### src/rtl/core/uscu_pkg.sv
// ----------------------------------------------------------------------------
// uscu_pkg
// Shared types, constants and helper functions of the send-side congestion
// update unit
// ----------------------------------------------------------------------------
`default_nettype none

package uscu_pkg;

	// largest send data size in bytes; window growth divides by it, so it
	// stays a power of two in this implementation
	localparam int unsigned MAX_DATA_SIZE  = 1024;
	localparam int unsigned MDS_SHIFT      = $clog2(MAX_DATA_SIZE);
	localparam int unsigned SYNC_PERIOD_US = 10000;

	// register reset values
	localparam logic [15:0] MIN_DATA_SIZE_RST = 16'd512;
	localparam logic [15:0] MIN_WINDOW_RST    = 16'd16;
	localparam logic [15:0] MAX_WINDOW_RST    = 16'd4096;
	localparam logic [7:0]  LIMIT_WIRELESS_RST = 8'd1;
	localparam logic [7:0]  LIMIT_E1_RST       = 8'd2;
	localparam logic [7:0]  LIMIT_GIGE_RST     = 8'd3;

	// allowed-loss levels per link class
	localparam logic [2:0] LOSS_WIRELESS = 3'd5;
	localparam logic [2:0] LOSS_E1       = 3'd2;
	localparam logic [2:0] LOSS_GIGE     = 3'd1;

	// floor(x/10) as multiply by ceil(2^23/10) and shift, exact below 2^22
	localparam logic [19:0] RECIP10       = 20'd838861;
	localparam int unsigned RECIP10_SHIFT = 23;

	typedef enum logic [1:0] {
		CMD_ACK     = 2'd0,
		CMD_ACK2    = 2'd1,
		CMD_NAK     = 2'd2,
		CMD_TIMEOUT = 2'd3
	} uscu_cmd_t;

	typedef enum logic [2:0] {
		REG_MIN_DATA_SIZE  = 3'd0,
		REG_MIN_WINDOW     = 3'd1,
		REG_MAX_WINDOW     = 3'd2,
		REG_PEER_CLASS     = 3'd3,
		REG_LOCAL_CLASS    = 3'd4,
		REG_LIMIT_WIRELESS = 3'd5,
		REG_LIMIT_E1       = 3'd6,
		REG_LIMIT_GIGE     = 3'd7
	} uscu_reg_t;

	typedef struct packed {
		uscu_cmd_t   cmd;
		logic [31:0] rtt_us;
		logic [31:0] rtt_var_us;
		logic [31:0] avail_buffer_bytes;
		logic [31:0] peer_rate;
		logic [31:0] peer_capacity;
	} uscu_item_t;

	typedef struct packed {
		logic [31:0] rtt_now;
		logic [31:0] rtt_var_now;
		logic [34:0] ack_delay_us;
		logic [31:0] recv_rate_now;
		logic [31:0] capacity_now;
		logic [15:0] window_now;
		logic [15:0] data_size_now;
		logic [15:0] loss_events;
	} uscu_res_t;

	typedef struct packed {
		logic [31:0] rtt;
		logic [31:0] rtt_var;
		logic [31:0] recv_rate;
		logic [31:0] capacity;
		logic [15:0] window;
		logic [15:0] data_size;
		logic [15:0] nak_cnt;
		logic [15:0] tmo_cnt;
	} uscu_state_t;

	// settings the update logic reads from the register block
	typedef struct packed {
		logic [15:0] min_data_size;
		logic [15:0] min_window;
		logic [15:0] max_window;
		logic [2:0]  allowed_loss;
	} uscu_cfg_t;

	// floor(9x/10) of a 16-bit value
	function automatic logic [15:0] nine_tenths(input logic [15:0] x);
		logic [19:0] x9;
		logic [39:0] prod;
		x9   = {1'b0, x, 3'b000} + {4'b0000, x};
		prod = {20'd0, x9} * {20'd0, RECIP10};
		return prod[RECIP10_SHIFT +: 16];
	endfunction

	// 4*rtt + var + sync period, 35 bits
	function automatic logic [34:0] ack_delay(input logic [31:0] rtt,
			input logic [31:0] rtt_var);
		return {1'b0, rtt, 2'b00} + {3'b000, rtt_var} + 35'(SYNC_PERIOD_US);
	endfunction

endpackage

`default_nettype wire

### src/rtl/core/uscu_evt_if.sv
// ----------------------------------------------------------------------------
// uscu_evt_if
// Event channel: one control event per beat
// ----------------------------------------------------------------------------
`default_nettype none

interface uscu_evt_if;
	import uscu_pkg::*;

	logic        valid;
	logic        ready;
	uscu_cmd_t   cmd;
	logic [31:0] rtt_us;
	logic [31:0] rtt_var_us;
	logic [31:0] avail_buffer_bytes;
	logic [31:0] peer_rate;
	logic [31:0] peer_capacity;

	modport source (
		output valid, cmd, rtt_us, rtt_var_us, avail_buffer_bytes, peer_rate,
			peer_capacity,
		input  ready
	);

	modport sink (
		input  valid, cmd, rtt_us, rtt_var_us, avail_buffer_bytes, peer_rate,
			peer_capacity,
		output ready
	);

endinterface

`default_nettype wire

### src/rtl/core/uscu_upd_if.sv
// ----------------------------------------------------------------------------
// uscu_upd_if
// Update channel: congestion state after one event per beat
// ----------------------------------------------------------------------------
`default_nettype none

interface uscu_upd_if;

	logic        valid;
	logic        ready;
	logic [31:0] rtt_now;
	logic [31:0] rtt_var_now;
	logic [34:0] ack_delay_us;
	logic [31:0] recv_rate_now;
	logic [31:0] capacity_now;
	logic [15:0] window_now;
	logic [15:0] data_size_now;
	logic [15:0] loss_events;

	modport source (
		output valid, rtt_now, rtt_var_now, ack_delay_us, recv_rate_now,
			capacity_now, window_now, data_size_now, loss_events,
		input  ready
	);

	modport sink (
		input  valid, rtt_now, rtt_var_now, ack_delay_us, recv_rate_now,
			capacity_now, window_now, data_size_now, loss_events,
		output ready
	);

endinterface

`default_nettype wire

### src/rtl/core/uscu_cfg.sv
// ----------------------------------------------------------------------------
// uscu_cfg
// Configuration registers and allowed-loss level from the link classes
// ----------------------------------------------------------------------------
`default_nettype none

module uscu_cfg (
	input  wire logic                clk,
	input  wire logic                arst_n,
	input  wire logic                cfg_we,
	input  wire uscu_pkg::uscu_reg_t cfg_idx,
	input  wire logic [15:0]         cfg_wdata,
	output uscu_pkg::uscu_cfg_t      cfg
);
	import uscu_pkg::*;

	logic [15:0] min_dsz_q;
	logic [15:0] min_wnd_q;
	logic [15:0] max_wnd_q;
	logic [7:0]  peer_cls_q;
	logic [7:0]  local_cls_q;
	logic [7:0]  lim_wl_q;
	logic [7:0]  lim_e1_q;
	logic [7:0]  lim_ge_q;
	logic [2:0]  allowed_q;
	logic [7:0]  worst;
	logic [2:0]  allowed_nxt;

	// lesser class of the new peer value and the local one
	always_comb begin
		worst = (cfg_wdata[7:0] < local_cls_q) ? cfg_wdata[7:0] : local_cls_q;
		if (worst <= lim_wl_q) begin
			allowed_nxt = LOSS_WIRELESS;
		end else if (worst <= lim_e1_q) begin
			allowed_nxt = LOSS_E1;
		end else if (worst <= lim_ge_q) begin
			allowed_nxt = LOSS_GIGE;
		end else begin
			allowed_nxt = allowed_q;
		end
	end

	always_ff @(posedge clk or negedge arst_n) begin
		if (!arst_n) begin
			min_dsz_q   <= MIN_DATA_SIZE_RST;
			min_wnd_q   <= MIN_WINDOW_RST;
			max_wnd_q   <= MAX_WINDOW_RST;
			peer_cls_q  <= '0;
			local_cls_q <= '0;
			lim_wl_q    <= LIMIT_WIRELESS_RST;
			lim_e1_q    <= LIMIT_E1_RST;
			lim_ge_q    <= LIMIT_GIGE_RST;
			allowed_q   <= '0;
		end else if (cfg_we) begin
			case (cfg_idx)
				REG_MIN_DATA_SIZE:  min_dsz_q <= cfg_wdata;
				REG_MIN_WINDOW:     min_wnd_q <= cfg_wdata;
				REG_MAX_WINDOW:     max_wnd_q <= cfg_wdata;
				REG_PEER_CLASS: begin
					peer_cls_q <= cfg_wdata[7:0];
					allowed_q  <= allowed_nxt;
				end
				REG_LOCAL_CLASS:    local_cls_q <= cfg_wdata[7:0];
				REG_LIMIT_WIRELESS: lim_wl_q <= cfg_wdata[7:0];
				REG_LIMIT_E1:       lim_e1_q <= cfg_wdata[7:0];
				REG_LIMIT_GIGE:     lim_ge_q <= cfg_wdata[7:0];
				default: ;
			endcase
		end
	end

	assign cfg.min_data_size = min_dsz_q;
	assign cfg.min_window    = min_wnd_q;
	assign cfg.max_window    = max_wnd_q;
	assign cfg.allowed_loss  = allowed_q;

	// level only ever holds one of the class levels or its reset value
	a_level_legal: assert property (@(posedge clk) disable iff (!arst_n)
		allowed_q == '0 || allowed_q == LOSS_GIGE || allowed_q == LOSS_E1 ||
		allowed_q == LOSS_WIRELESS)
		else $error("allowed-loss level out of set");

	// level moves only on a peer class write
	a_level_hold: assert property (@(posedge clk) disable iff (!arst_n)
		!(cfg_we && cfg_idx == REG_PEER_CLASS) |=> $stable(allowed_q))
		else $error("allowed-loss level changed without peer class write");

	// peer class register must track the written value
	a_peer_written: assert property (@(posedge clk) disable iff (!arst_n)
		cfg_we && cfg_idx == REG_PEER_CLASS |=> peer_cls_q == $past(cfg_wdata[7:0]))
		else $error("peer class not written");

endmodule

`default_nettype wire

### src/rtl/core/uscu_update.sv
// ----------------------------------------------------------------------------
// uscu_update
// Next congestion state and result for one event
// ----------------------------------------------------------------------------
`default_nettype none

module uscu_update (
	input  wire uscu_pkg::uscu_item_t  item,
	input  wire uscu_pkg::uscu_state_t cur,
	input  wire uscu_pkg::uscu_cfg_t   cfg,
	output uscu_pkg::uscu_state_t      nxt,
	output uscu_pkg::uscu_res_t        res
);
	import uscu_pkg::*;

	localparam logic [16:0] MAX_DSZ = 17'(MAX_DATA_SIZE);

	// ack path
	logic [34:0] rate_sum;
	logic [34:0] cap_sum;
	logic [16:0] loss_sum;
	logic        over_loss;
	logic [15:0] dsz_dn;
	logic [16:0] dsz_up;
	logic [15:0] dsz_new;
	logic        grow_wnd;
	logic [32:0] wnd_inc;
	logic [33:0] wnd_sum;
	logic [15:0] wnd_dn;
	logic [15:0] wnd_new;
	// ack of ack path
	logic [31:0] sample;
	logic [31:0] diff;
	logic [31:0] rtt_t;
	logic [31:0] var_t;
	// result loss count
	logic [16:0] loss_out;

	always_comb begin
		rate_sum = {cur.recv_rate, 3'b000} - {3'b000, cur.recv_rate}
			+ {3'b000, item.peer_rate};
		cap_sum  = {cur.capacity, 3'b000} - {3'b000, cur.capacity}
			+ {3'b000, item.peer_capacity};

		loss_sum  = {1'b0, cur.nak_cnt} + {1'b0, cur.tmo_cnt};
		over_loss = loss_sum > {14'd0, cfg.allowed_loss};
		dsz_dn    = nine_tenths(cur.data_size);
		dsz_up    = {1'b0, cur.data_size} + {2'b00, cur.data_size[15:1]};
		if (over_loss) begin
			dsz_new = (dsz_dn < cfg.min_data_size) ? cfg.min_data_size : dsz_dn;
		end else begin
			dsz_new = (dsz_up > MAX_DSZ) ? MAX_DSZ[15:0] : dsz_up[15:0];
		end

		grow_wnd = item.avail_buffer_bytes > {13'd0, dsz_new, 3'b000};
		wnd_inc  = ({1'b0, item.avail_buffer_bytes} + 33'd1) >> MDS_SHIFT;
		wnd_sum  = {18'd0, cur.window} + {1'b0, wnd_inc};
		wnd_dn   = nine_tenths(cur.window);
		if (grow_wnd) begin
			wnd_new = (wnd_sum > {18'd0, cfg.max_window}) ? cfg.max_window
				: wnd_sum[15:0];
		end else begin
			wnd_new = (wnd_dn < cfg.min_window) ? cfg.min_window : wnd_dn;
		end

		sample = item.rtt_us;
		diff   = (sample < cur.rtt) ? (cur.rtt - sample) : (sample - cur.rtt);
		rtt_t  = {cur.rtt[28:0], 3'b000} - cur.rtt + sample;
		var_t  = {cur.rtt_var[30:0], 1'b0} + cur.rtt_var + diff;

		nxt = cur;
		case (item.cmd)
			CMD_ACK: begin
				nxt.rtt     = item.rtt_us;
				nxt.rtt_var = item.rtt_var_us;
				if (item.peer_rate != '0) begin
					nxt.recv_rate = rate_sum[34:3];
				end
				if (item.peer_capacity != '0) begin
					nxt.capacity = cap_sum[34:3];
				end
				nxt.data_size = dsz_new;
				nxt.window    = wnd_new;
				nxt.nak_cnt   = '0;
				nxt.tmo_cnt   = '0;
			end
			CMD_ACK2: begin
				nxt.rtt     = {3'b000, rtt_t[31:3]};
				nxt.rtt_var = {2'b00, var_t[31:2]};
			end
			CMD_NAK: begin
				if (cur.nak_cnt != '1) begin
					nxt.nak_cnt = cur.nak_cnt + 16'd1;
				end
			end
			CMD_TIMEOUT: begin
				if (cur.tmo_cnt != '1) begin
					nxt.tmo_cnt = cur.tmo_cnt + 16'd1;
				end
			end
			default: ;
		endcase

		loss_out = {1'b0, nxt.nak_cnt} + {1'b0, nxt.tmo_cnt};

		res.rtt_now       = nxt.rtt;
		res.rtt_var_now   = nxt.rtt_var;
		res.ack_delay_us  = ack_delay(nxt.rtt, nxt.rtt_var);
		res.recv_rate_now = nxt.recv_rate;
		res.capacity_now  = nxt.capacity;
		res.window_now    = nxt.window;
		res.data_size_now = nxt.data_size;
		res.loss_events   = loss_out[16] ? 16'hFFFF : loss_out[15:0];
	end

endmodule

`default_nettype wire

### src/rtl/core/udt_send_congestion_update_unit.sv
// ----------------------------------------------------------------------------
// udt_send_congestion_update_unit
// Send-side congestion state of a reliable transport, advanced per control
// event
// ----------------------------------------------------------------------------
// usage
//  - evt carries one control event per beat (ack, ack of ack, nak, send
//    timeout) with the rtt, variance, buffer, peer rate and capacity fields
//  - upd returns one beat per event with the congestion state after it:
//    rtt, variance, ack delay, rate, capacity, window, data size and loss count
//  - cfg_we/cfg_idx/cfg_wdata write the clamp and link class registers; a
//    peer class write recomputes the allowed-loss level; write only while idle
//  - an event passes the event register, then the result register, to upd
//  - throughput: one event per cycle unless upd stalls; state registers close
//    a loop through the update logic, so each event sees the previous result
//  - an event register and a result register part the channels: evt stays
//    ready while a finished result waits, as long as the event stage is free
//  - when upd stalls, the result holds and at most one more event is taken
//  - reset clears rtt, variance, rate, capacity and loss counters, loads the
//    window with 16 and the data size with 512, and returns the configuration
//    registers to their defaults
// ----------------------------------------------------------------------------
`default_nettype none

module udt_send_congestion_update_unit (
	input  wire logic                clk,
	input  wire logic                arst_n,
	uscu_evt_if.sink                 evt,
	uscu_upd_if.source               upd,
	input  wire logic                cfg_we,
	input  wire uscu_pkg::uscu_reg_t cfg_idx,
	input  wire logic [15:0]         cfg_wdata
);
	import uscu_pkg::*;

	uscu_cfg_t   cfg;
	uscu_item_t  evt_in;
	uscu_item_t  evt_s1;
	logic        vld_s1;
	uscu_res_t   out_s2;
	logic        vld_s2;
	uscu_state_t state_q;
	uscu_state_t state_nxt;
	uscu_res_t   res_nxt;
	logic        advance;
	logic        evt_fire;

	// register block
	uscu_cfg u_cfg (
		.clk       (clk),
		.arst_n    (arst_n),
		.cfg_we    (cfg_we),
		.cfg_idx   (cfg_idx),
		.cfg_wdata (cfg_wdata),
		.cfg       (cfg)
	);

	// next state from the staged event and current state
	uscu_update u_update (
		.item (evt_s1),
		.cur  (state_q),
		.cfg  (cfg),
		.nxt  (state_nxt),
		.res  (res_nxt)
	);

	// result stage frees when empty or taken
	assign advance   = !vld_s2 || upd.ready;
	assign evt.ready = !vld_s1 || advance;
	assign evt_fire  = evt.valid && evt.ready;

	assign evt_in.cmd                = evt.cmd;
	assign evt_in.rtt_us             = evt.rtt_us;
	assign evt_in.rtt_var_us         = evt.rtt_var_us;
	assign evt_in.avail_buffer_bytes = evt.avail_buffer_bytes;
	assign evt_in.peer_rate          = evt.peer_rate;
	assign evt_in.peer_capacity      = evt.peer_capacity;

	// event stage
	always_ff @(posedge clk or negedge arst_n) begin
		if (!arst_n) begin
			vld_s1 <= 1'b0;
		end else if (evt.ready) begin
			vld_s1 <= evt.valid;
		end
	end

	always_ff @(posedge clk) begin
		if (evt_fire) begin
			evt_s1 <= evt_in;
		end
	end

	// result stage valid
	always_ff @(posedge clk or negedge arst_n) begin
		if (!arst_n) begin
			vld_s2 <= 1'b0;
		end else if (advance) begin
			vld_s2 <= vld_s1;
		end
	end

	// result payload, loaded together with the state
	always_ff @(posedge clk) begin
		if (advance && vld_s1) begin
			out_s2 <= res_nxt;
		end
	end

	// congestion state, one update per event leaving the event stage
	always_ff @(posedge clk or negedge arst_n) begin
		if (!arst_n) begin
			state_q <= '{
				rtt:       '0,
				rtt_var:   '0,
				recv_rate: '0,
				capacity:  '0,
				window:    MIN_WINDOW_RST,
				data_size: MIN_DATA_SIZE_RST,
				nak_cnt:   '0,
				tmo_cnt:   '0
			};
		end else if (advance && vld_s1) begin
			state_q <= state_nxt;
		end
	end

	assign upd.valid         = vld_s2;
	assign upd.rtt_now       = out_s2.rtt_now;
	assign upd.rtt_var_now   = out_s2.rtt_var_now;
	assign upd.ack_delay_us  = out_s2.ack_delay_us;
	assign upd.recv_rate_now = out_s2.recv_rate_now;
	assign upd.capacity_now  = out_s2.capacity_now;
	assign upd.window_now    = out_s2.window_now;
	assign upd.data_size_now = out_s2.data_size_now;
	assign upd.loss_events   = out_s2.loss_events;

	// staged event must not be overwritten while the result stage is blocked
	a_s1_hold: assert property (@(posedge clk) disable iff (!arst_n)
		vld_s1 && !advance |=> vld_s1 && $stable(evt_s1))
		else $error("event stage lost while stalled");

	// an ack clears the loss count seen in its result
	a_ack_clears: assert property (@(posedge clk) disable iff (!arst_n)
		advance && vld_s1 && evt_s1.cmd == CMD_ACK |=> out_s2.loss_events == '0)
		else $error("loss count not cleared by ack");

	// ack delay in a result agrees with its rtt and variance
	a_delay: assert property (@(posedge clk) disable iff (!arst_n)
		vld_s2 |-> out_s2.ack_delay_us == ack_delay(out_s2.rtt_now,
			out_s2.rtt_var_now))
		else $error("ack delay inconsistent with rtt");

	// a result appears only from a staged event
	a_s2_source: assert property (@(posedge clk) disable iff (!arst_n)
		$rose(vld_s2) |-> $past(vld_s1))
		else $error("result without event");

endmodule

`default_nettype wire
### src/flat_wrapper.sv
// flat-port wrapper written by rule: the top's interface ports become plain ports
module udt_send_congestion_update_unit_flat import uscu_pkg::*;
  (clk, arst_n, cfg_we, cfg_idx, cfg_wdata, evt_valid, evt_cmd, evt_rtt_us, evt_rtt_var_us, evt_avail_buffer_bytes, evt_peer_rate, evt_peer_capacity, evt_ready, upd_valid, upd_rtt_now, upd_rtt_var_now, upd_ack_delay_us, upd_recv_rate_now, upd_capacity_now, upd_window_now, upd_data_size_now, upd_loss_events, upd_ready);
  uscu_evt_if evt_i ();
  uscu_upd_if upd_i ();
  input  wire logic clk;
  input  wire logic arst_n;
  input  wire logic cfg_we;
  input  wire uscu_pkg::uscu_reg_t cfg_idx;
  input  wire logic [15:0] cfg_wdata;
  input wire logic [$bits(evt_i.valid)-1:0] evt_valid;
  input wire logic [$bits(evt_i.cmd)-1:0] evt_cmd;
  input wire logic [$bits(evt_i.rtt_us)-1:0] evt_rtt_us;
  input wire logic [$bits(evt_i.rtt_var_us)-1:0] evt_rtt_var_us;
  input wire logic [$bits(evt_i.avail_buffer_bytes)-1:0] evt_avail_buffer_bytes;
  input wire logic [$bits(evt_i.peer_rate)-1:0] evt_peer_rate;
  input wire logic [$bits(evt_i.peer_capacity)-1:0] evt_peer_capacity;
  output wire logic [$bits(evt_i.ready)-1:0] evt_ready;
  output wire logic [$bits(upd_i.valid)-1:0] upd_valid;
  output wire logic [$bits(upd_i.rtt_now)-1:0] upd_rtt_now;
  output wire logic [$bits(upd_i.rtt_var_now)-1:0] upd_rtt_var_now;
  output wire logic [$bits(upd_i.ack_delay_us)-1:0] upd_ack_delay_us;
  output wire logic [$bits(upd_i.recv_rate_now)-1:0] upd_recv_rate_now;
  output wire logic [$bits(upd_i.capacity_now)-1:0] upd_capacity_now;
  output wire logic [$bits(upd_i.window_now)-1:0] upd_window_now;
  output wire logic [$bits(upd_i.data_size_now)-1:0] upd_data_size_now;
  output wire logic [$bits(upd_i.loss_events)-1:0] upd_loss_events;
  input wire logic [$bits(upd_i.ready)-1:0] upd_ready;
  assign evt_i.valid = evt_valid;
  assign evt_i.cmd = evt_cmd;
  assign evt_i.rtt_us = evt_rtt_us;
  assign evt_i.rtt_var_us = evt_rtt_var_us;
  assign evt_i.avail_buffer_bytes = evt_avail_buffer_bytes;
  assign evt_i.peer_rate = evt_peer_rate;
  assign evt_i.peer_capacity = evt_peer_capacity;
  assign evt_ready = evt_i.ready;
  assign upd_valid = upd_i.valid;
  assign upd_rtt_now = upd_i.rtt_now;
  assign upd_rtt_var_now = upd_i.rtt_var_now;
  assign upd_ack_delay_us = upd_i.ack_delay_us;
  assign upd_recv_rate_now = upd_i.recv_rate_now;
  assign upd_capacity_now = upd_i.capacity_now;
  assign upd_window_now = upd_i.window_now;
  assign upd_data_size_now = upd_i.data_size_now;
  assign upd_loss_events = upd_i.loss_events;
  assign upd_i.ready = upd_ready;
  udt_send_congestion_update_unit u_core (.clk(clk), .arst_n(arst_n), .evt(evt_i), .upd(upd_i), .cfg_we(cfg_we), .cfg_idx(cfg_idx), .cfg_wdata(cfg_wdata));
endmodule
### config.mk
export PLATFORM = sky130hd
export DESIGN_NAME = udt_send_congestion_update_unit_flat
export DESIGN_NICKNAME = d
export VERILOG_FILES = /design/src/rtl/core/uscu_pkg.sv /design/src/rtl/core/uscu_evt_if.sv /design/src/rtl/core/uscu_upd_if.sv /design/src/rtl/core/uscu_cfg.sv /design/src/rtl/core/uscu_update.sv /design/src/rtl/core/udt_send_congestion_update_unit.sv /design/src/flat_wrapper.sv
export SDC_FILE = /design/constraint.sdc
export NUM_CORES = 2
export LEC_CHECK = 0
export BUFFER_PORTS_ARGS = -buffer_cell sky130_fd_sc_hd__buf_2
export CAP_MARGIN = 20
export CORE_ASPECT_RATIO = 0.7
export CORE_UTILIZATION = 30
export DETAILED_ROUTE_END_ITERATION = 8
export GPL_ROUTABILITY_DRIVEN = 0
export SLEW_MARGIN = 20
export SYNTH_ARGS = -nofsm -noshare
export SYNTH_HDL_FRONTEND = slang
export SYNTH_SLANG_ARGS = --single-unit
### constraint.sdc
create_clock -name clk -period 15.9 [get_ports clk]
set_clock_uncertainty 0.15 [all_clocks]
set_input_delay 0.795 -clock clk [delete_from_list [all_inputs] [get_ports clk]]
set_output_delay 0.795 -clock clk [all_outputs]
set_load 0.02 [all_outputs]
# Yosys cells after proc, flatten, opt, wreduce, memory -nomap -nowiden
# Index checks and enable logic that the tools add are counted.
[classes]
order_cmp = 11
n_reduce_logical = 19
muxes = 19
n_eq_ne = 12
n_mul = 2
n_addsub = 21
[op_table]
columns = ["op", "count"]
rows = [
  ["16-bit two-way mux", 8],
  ["64-bit case mux with 2 select lines", 1],
  ["32-bit adder", 3],
  ["32-bit two-way mux", 3],
  ["96-bit two-way mux", 1],
  ["32-bit subtractor", 3],
  ["20-bit by 20-bit multiplier with 39-bit output (second input constant)", 2],
  ["35-bit by 32-bit adder with 35-bit output", 2],
  ["35-bit by 32-bit subtractor with 35-bit output", 2],
  ["16-bit case mux with 2 select lines", 2],
  ["32-bit nonzero test", 2],
  ["19-bit by 16-bit adder with 20-bit output", 2],
  ["34-bit by 32-bit adder with 35-bit output", 1],
  ["35-bit by 14-bit adder with 35-bit output (second input constant)", 1],
  ["16-bit by 16-bit adder with 17-bit output", 2],
  ["32-bit by 1-bit adder with 33-bit output (second input constant)", 1],
  ["16-bit by 1-bit adder with 16-bit output (second input constant)", 2],
  ["32-bit by 19-bit > comparator with 1-bit output", 1],
  ["16-bit less-than comparator", 2],
  ["32-bit less-than comparator", 1],
  ["16-bit != test (second input constant)", 2],
  ["16-bit by 23-bit adder with 24-bit output", 1],
  ["24-bit by 16-bit > comparator with 1-bit output", 1],
  ["8-bit <= comparator", 3],
  ["19 further kinds", 35],
]
[totals]
inputBits = 186
register_bits = 650
out_inout_bits = 213
wordCells = 116

# Depth between registers and ports, before layout
[depth]
word_depth = 8
mapped_depth = 58
mapped_depth_nobuf = 56

# Modules after synthesis
# Synthesis repeated with hierarchy kept, for this count alone.
[hier_totals]
cells_unflattened = 6030
hier_area_um2 = 61928.1
[modules_own_cells]
columns = ["mod", "area_each_um2", "instances", "seq_area_each_um2", "cells_each"]
rows = [
  ["uscu_update", 38745.9, 1, 0.0, 4933],
  ["udt_send_congestion_update_unit", 19138.4, 1, 16057.9, 787],
  ["uscu_cfg", 4043.9, 1, 2085.8, 310],
]

# Worst setup path before layout
# Ideal clock, no wire load.
[synth_path]
kind = "flip-flop to flip-flop"
from = "reg u_core.state_q[32] (netlist bit)"
to = "reg u_core.out_s2 (netlist bit u_core.upd.window_now[15]) (data pin)"
synth_period_minus_slack_ns = 12.723
required_ns = 15.494
setup_slack_ns = 3.177
setup_ns = 0.256
stages_incl_launch_ff = 54
arrival_ns = 12.317
n_path_buf = 3
path_cell_list = "dfrtp_1 ha_1 inv_1 fa_1 nor2b_1 o21ai_0 a21boi_0 o21ai_0 a21boi_0 o21ai_0 a21o_1 a311oi_1 o21ai_0 xnor2_1 ha_1 fa_1 ha_1 inv_1 (+18 left out) or2_2 a211oi_1 a21o_1 buf_1 mux2i_1 o21ai_1 inv_1 ha_1 a21o_1 a221o_1 a21oi_1 nor3_1 o21ai_0 and4_1 buf_1 clkbuf_1 o211ai_1 a31o_2"
[synth_lines]
columns = ["item", "line", "source"]
rows = [
  ["start, declared", "udt_send_congestion_update_unit.sv:42", "uscu_state_t state_q;"],
  ["start signal, assigned", "udt_send_congestion_update_unit.sv:113", "state_q <= '{"],
  ["start signal, assigned", "udt_send_congestion_update_unit.sv:124", "state_q <= state_nxt;"],
  ["end signal, assigned", "udt_send_congestion_update_unit.sv:106", "out_s2 <= res_nxt;"],
  ["end, declared", "udt_send_congestion_update_unit.sv:40", "uscu_res_t out_s2;"],
]

==> metrics.md <==
| Metric | Value |
|---|---|
| CTS root buf | `clkbuf_16` |
| Most used DFF post-synth | `edfxtp_1` |
| H-tree depth | `3` |
| Final WS setup | `1.13 ns` |
| CP endpoint kind | `register` |
| Hold slack | `0.109 ns` |
| I/O Buffers | `398` |
| Slew Limit Fails | `0` |
| Fin nets | `8,088` |
| WL/cell | `20.4 um` |
| Seq/Total Area, Yosys | `29.8%` |
| Die Width | `540 um` |
| Critical path class | `reg2reg` |
| Antenna Nets Post-Route | `0` |
| EDFF count, synth | `371` |
| Max Freq | `67.7 MHz` |
| Most Frequent Cell on Critical Path | `o21ai_0` |
| Hold Crit Class | `in2reg` |
| Area grow syn2layout | `12.9%` |
| Status | `complete, no violations` |
| Avg Cell Area, Syn | `9.65 sq um` |
| DIE HEIGHT | `378 um` |
| Post-DP HPWL | `154,000 um` |
| Final worst-path cycle share | `92.9%` |
| Worst Setup Start Kind | `register` |
| Slew Limit Headroom | `19.9%` |
| Largest net degree at the start of global routing | `163` |
| DR pass1 iterations | `8` |
| Pre-CTS worst setup slack | `0.817 ns` |
| Mapped Area | `60,700 sq um` |
| FFs w/ async S/R, synth | `42.7%` |
| Largest area contributor in the netlist | `edfxtp_1` |
| Max stage delay on crit path | `0.58 ns` |
| TritonCTS clock tree | `yes` |
| Setup TNS | `0 ns` |
| Global route overflow | `0` |
| Unique masters post-synth | `93` |
| Worst-margin pin slew | `1.20 ns` |
| Floorplan Core Area | `200,000 sq um` |
| Syn_nets | `7,703` |
| Clk sink count | `648` |
| Ranking of synthesized cells by area | `edfxtp_1 (18%), ha_1 (17%), fa_1 (13%), dfrtp_1 (11%), inv_1 (7.0%)` |
| First-pass GRT wire length | `288,000 um` |
| Initial antenna violation count | `21` |
| Cells after Synth | `6,288` |
| Die ar. | `204,000 sq um` |
| Num CTS Buffers | `79` |
| Post-synth top area share | `18.4%` |
| Final setup fails | `0` |
| Post-synthesis register bit count | `648` |
| Min Clock Period, post-route | `14.77 ns` |
| Final Hold Vio Count | `0` |
| Latest clock arrival within the worst-skew pair | `0.71 ns` |
| Synth warn | `0` |
| DRC viols | `0` |
| Clk slew on worst S/H paths | `0.07 ns` |
| Initial core utilization | `30.3%` |
| Clock Path Buffers | `3` |
| Critical Path RT | `16.16 ns` |
| RSZ-0062 raised after global routing | `no` |
| Number of I/O pins | `399` |
| Critical path's slowest cell | `dfrtp_1` |
| Number of global-route vias before repair | `46,400` |
| GRT Overall Usage | `18.4%` |
| Fraction of layout cells with a size suffix above 1 | `11.4%` |
| Total wire length | `191,000 um` |
| Vias/cell | `5.11` |
| Max Cap Violations | `0` |
| DRT iter0 DRCs | `4,727` |
| Num rows | `137` |
| Via count | `48,000` |
| Critical Path AT | `15.03 ns` |
| Crit-path max FO | `16` |
[logic make-up (layout without fill, tap and decap cells)]
family	after synthesis	in the layout	synth area share [%]
buffers and inverters	1283	1733	7.99
AND/OR/NAND/NOR	1265	1265	9.87
flip-flops	648	648	29.8
other	0	7	0
AO/OA/AOI/OAI	1415	1415	14.9
adder cells (fa/ha/maj)	1230	1230	30.4
XOR/XNOR	288	288	4.16
multiplexers	159	159	2.89
[final timing paths]
path	start	end	slack (ns)	cells after the start
worst max-delay path	u_core.state_q[32]	u_core.upd.window_now[7]	1.13	51
worst min-delay path	evt_peer_rate[17]	u_core.evt_s1[49]	0.11	1
worst max register to register	u_core.state_q[32]	u_core.upd.window_now[7]	1.13	51
worst min register to register	u_core.u_cfg.allowed_q[0]	u_core.u_cfg.allowed_q[0]	0.35	1
max in group asynchronous	arst_n	u_core.state_q[180]	13.48	3
min in group asynchronous	arst_n	u_core.state_q[76]	0.58	2
[metrics by stage]
step / utilization, % / cell area [sq um] / cells
finish: 34.3 / 68500 / 9386
CTS: 34.2 / 68500 / 9375
global route: 34.3 / 68500 / 9385
global placement: 32.9 / 65800 / 9228
floorplan: - / 60700 / 6288
detailed placement: 32.9 / 65800 / 9228
[cell usage after synthesis (15+ instances only)]
cell type     n
or3_1        21
mux2i_1      31
o31ai_1      47
ha_1        824
a22oi_1      45
o21ai_0     402
xnor2_1     186
a21o_1      172
nor2_1      271
a31oi_1      49
nor4_1       29
o21a_1       49
fa_1        405
o21bai_1     49
o22ai_1      15
nand2b_1     41
and3_1       45
a22o_1       21
clkbuf_1    117
nand2_1     476
o211ai_1     30
nor2b_1      45
dfrtp_1     268
mux2_2      128
nand4_1      71
xor2_1      102
nand3_1      79
edfxtp_1    371
and2_1       24
nor3_1       79
a21oi_1     309
a211oi_1     54
or2_2        19
inv_1      1139
[layout make-up]
type                    instances  area (sq um)
diodes                          7          17.5
clock buffers                 104          2120
clock inverters                42           494
fillers                     20200        132000
inverters                    1142          4290
multi-input cells            4357         37800
flip-flops and latches        648         18100
well taps                    2641          3300
repair buffers                445          2380
[worst max-delay path, delay by kind of cell, from the launching register on]
kind / cells / cell delay (ns)
buffers and inverters: 6 / 0.37
muxes: 1 / 0.18
AOI/OAI and AO/OA: 24 / 6.30
xor gates and xnor gates: 2 / 0.70
adders and majority gates: 12 / 4.78
and+or+nand+nor: 6 / 1.41
DFF: 1 / 0.58
[registers in the layout (all words and copies together) (netlist names)]
name and flops:
u_core.state_q 192, u_core.evt_s1 162, u_core.upd.ack_delay_us 35, u_core.upd.capacity_now 32
u_core.upd.recv_rate_now 32, u_core.upd.rtt_now 32, u_core.upd.rtt_var_now 30, u_core.u_cfg.max_wnd_q 16
u_core.u_cfg.min_dsz_q 16, u_core.u_cfg.min_wnd_q 16, u_core.upd.data_size_now 16, u_core.upd.loss_events 16
u_core.upd.window_now 16, u_core.u_cfg.lim_e1_q 8, u_core.u_cfg.lim_ge_q 8, u_core.u_cfg.lim_wl_q 8
u_core.u_cfg.local_cls_q 8, u_core.u_cfg.allowed_q 3, u_core.upd.valid 1, u_core.vld_s1 1
[metal layers]
layer | part of all wire (%) | vias to the layer above | track usage (%)
met5 | 0.039 | - | 0
met4 | 2.8 | 12 | 5.25
met3 | 9.6 | 245 | 4.54
met2 | 40 | 1918 | 25.8
met1 | 47 | 23400 | 27.5
li1 | - | 22400 | -
[cell usage in the layout, fill, tap and decap left out, drive strengths merged, types with 46 or more instances in the layout]
master / count
inv: 1152
ha: 824
nand2: 476
buf: 444
o21ai: 411
fa: 405
edfxtp: 371
a21oi: 309
nor2: 271
dfrtp: 268
xnor2: 186
a21o: 172
mux2: 128
clkbuf: 104
xor2: 102
nor3: 80
nand3: 79
nand4: 72
a211oi: 54
o21a: 49
o21bai: 49
a31oi: 49
o31ai: 48
a22oi: 46
[what timing repair did]
item / 4_1_cts / 5_1_grt
resized for setup: 0 / 1
endpoints found under the hold margin: 7 / 0
endpoints found under the setup margin: 0 / 17
buffers inserted: 0 / 4
hold buffers: 1 / 0
Power is not shown: default switching activity piles up to over one toggle a cycle in this logic, so the estimate is an artifact.
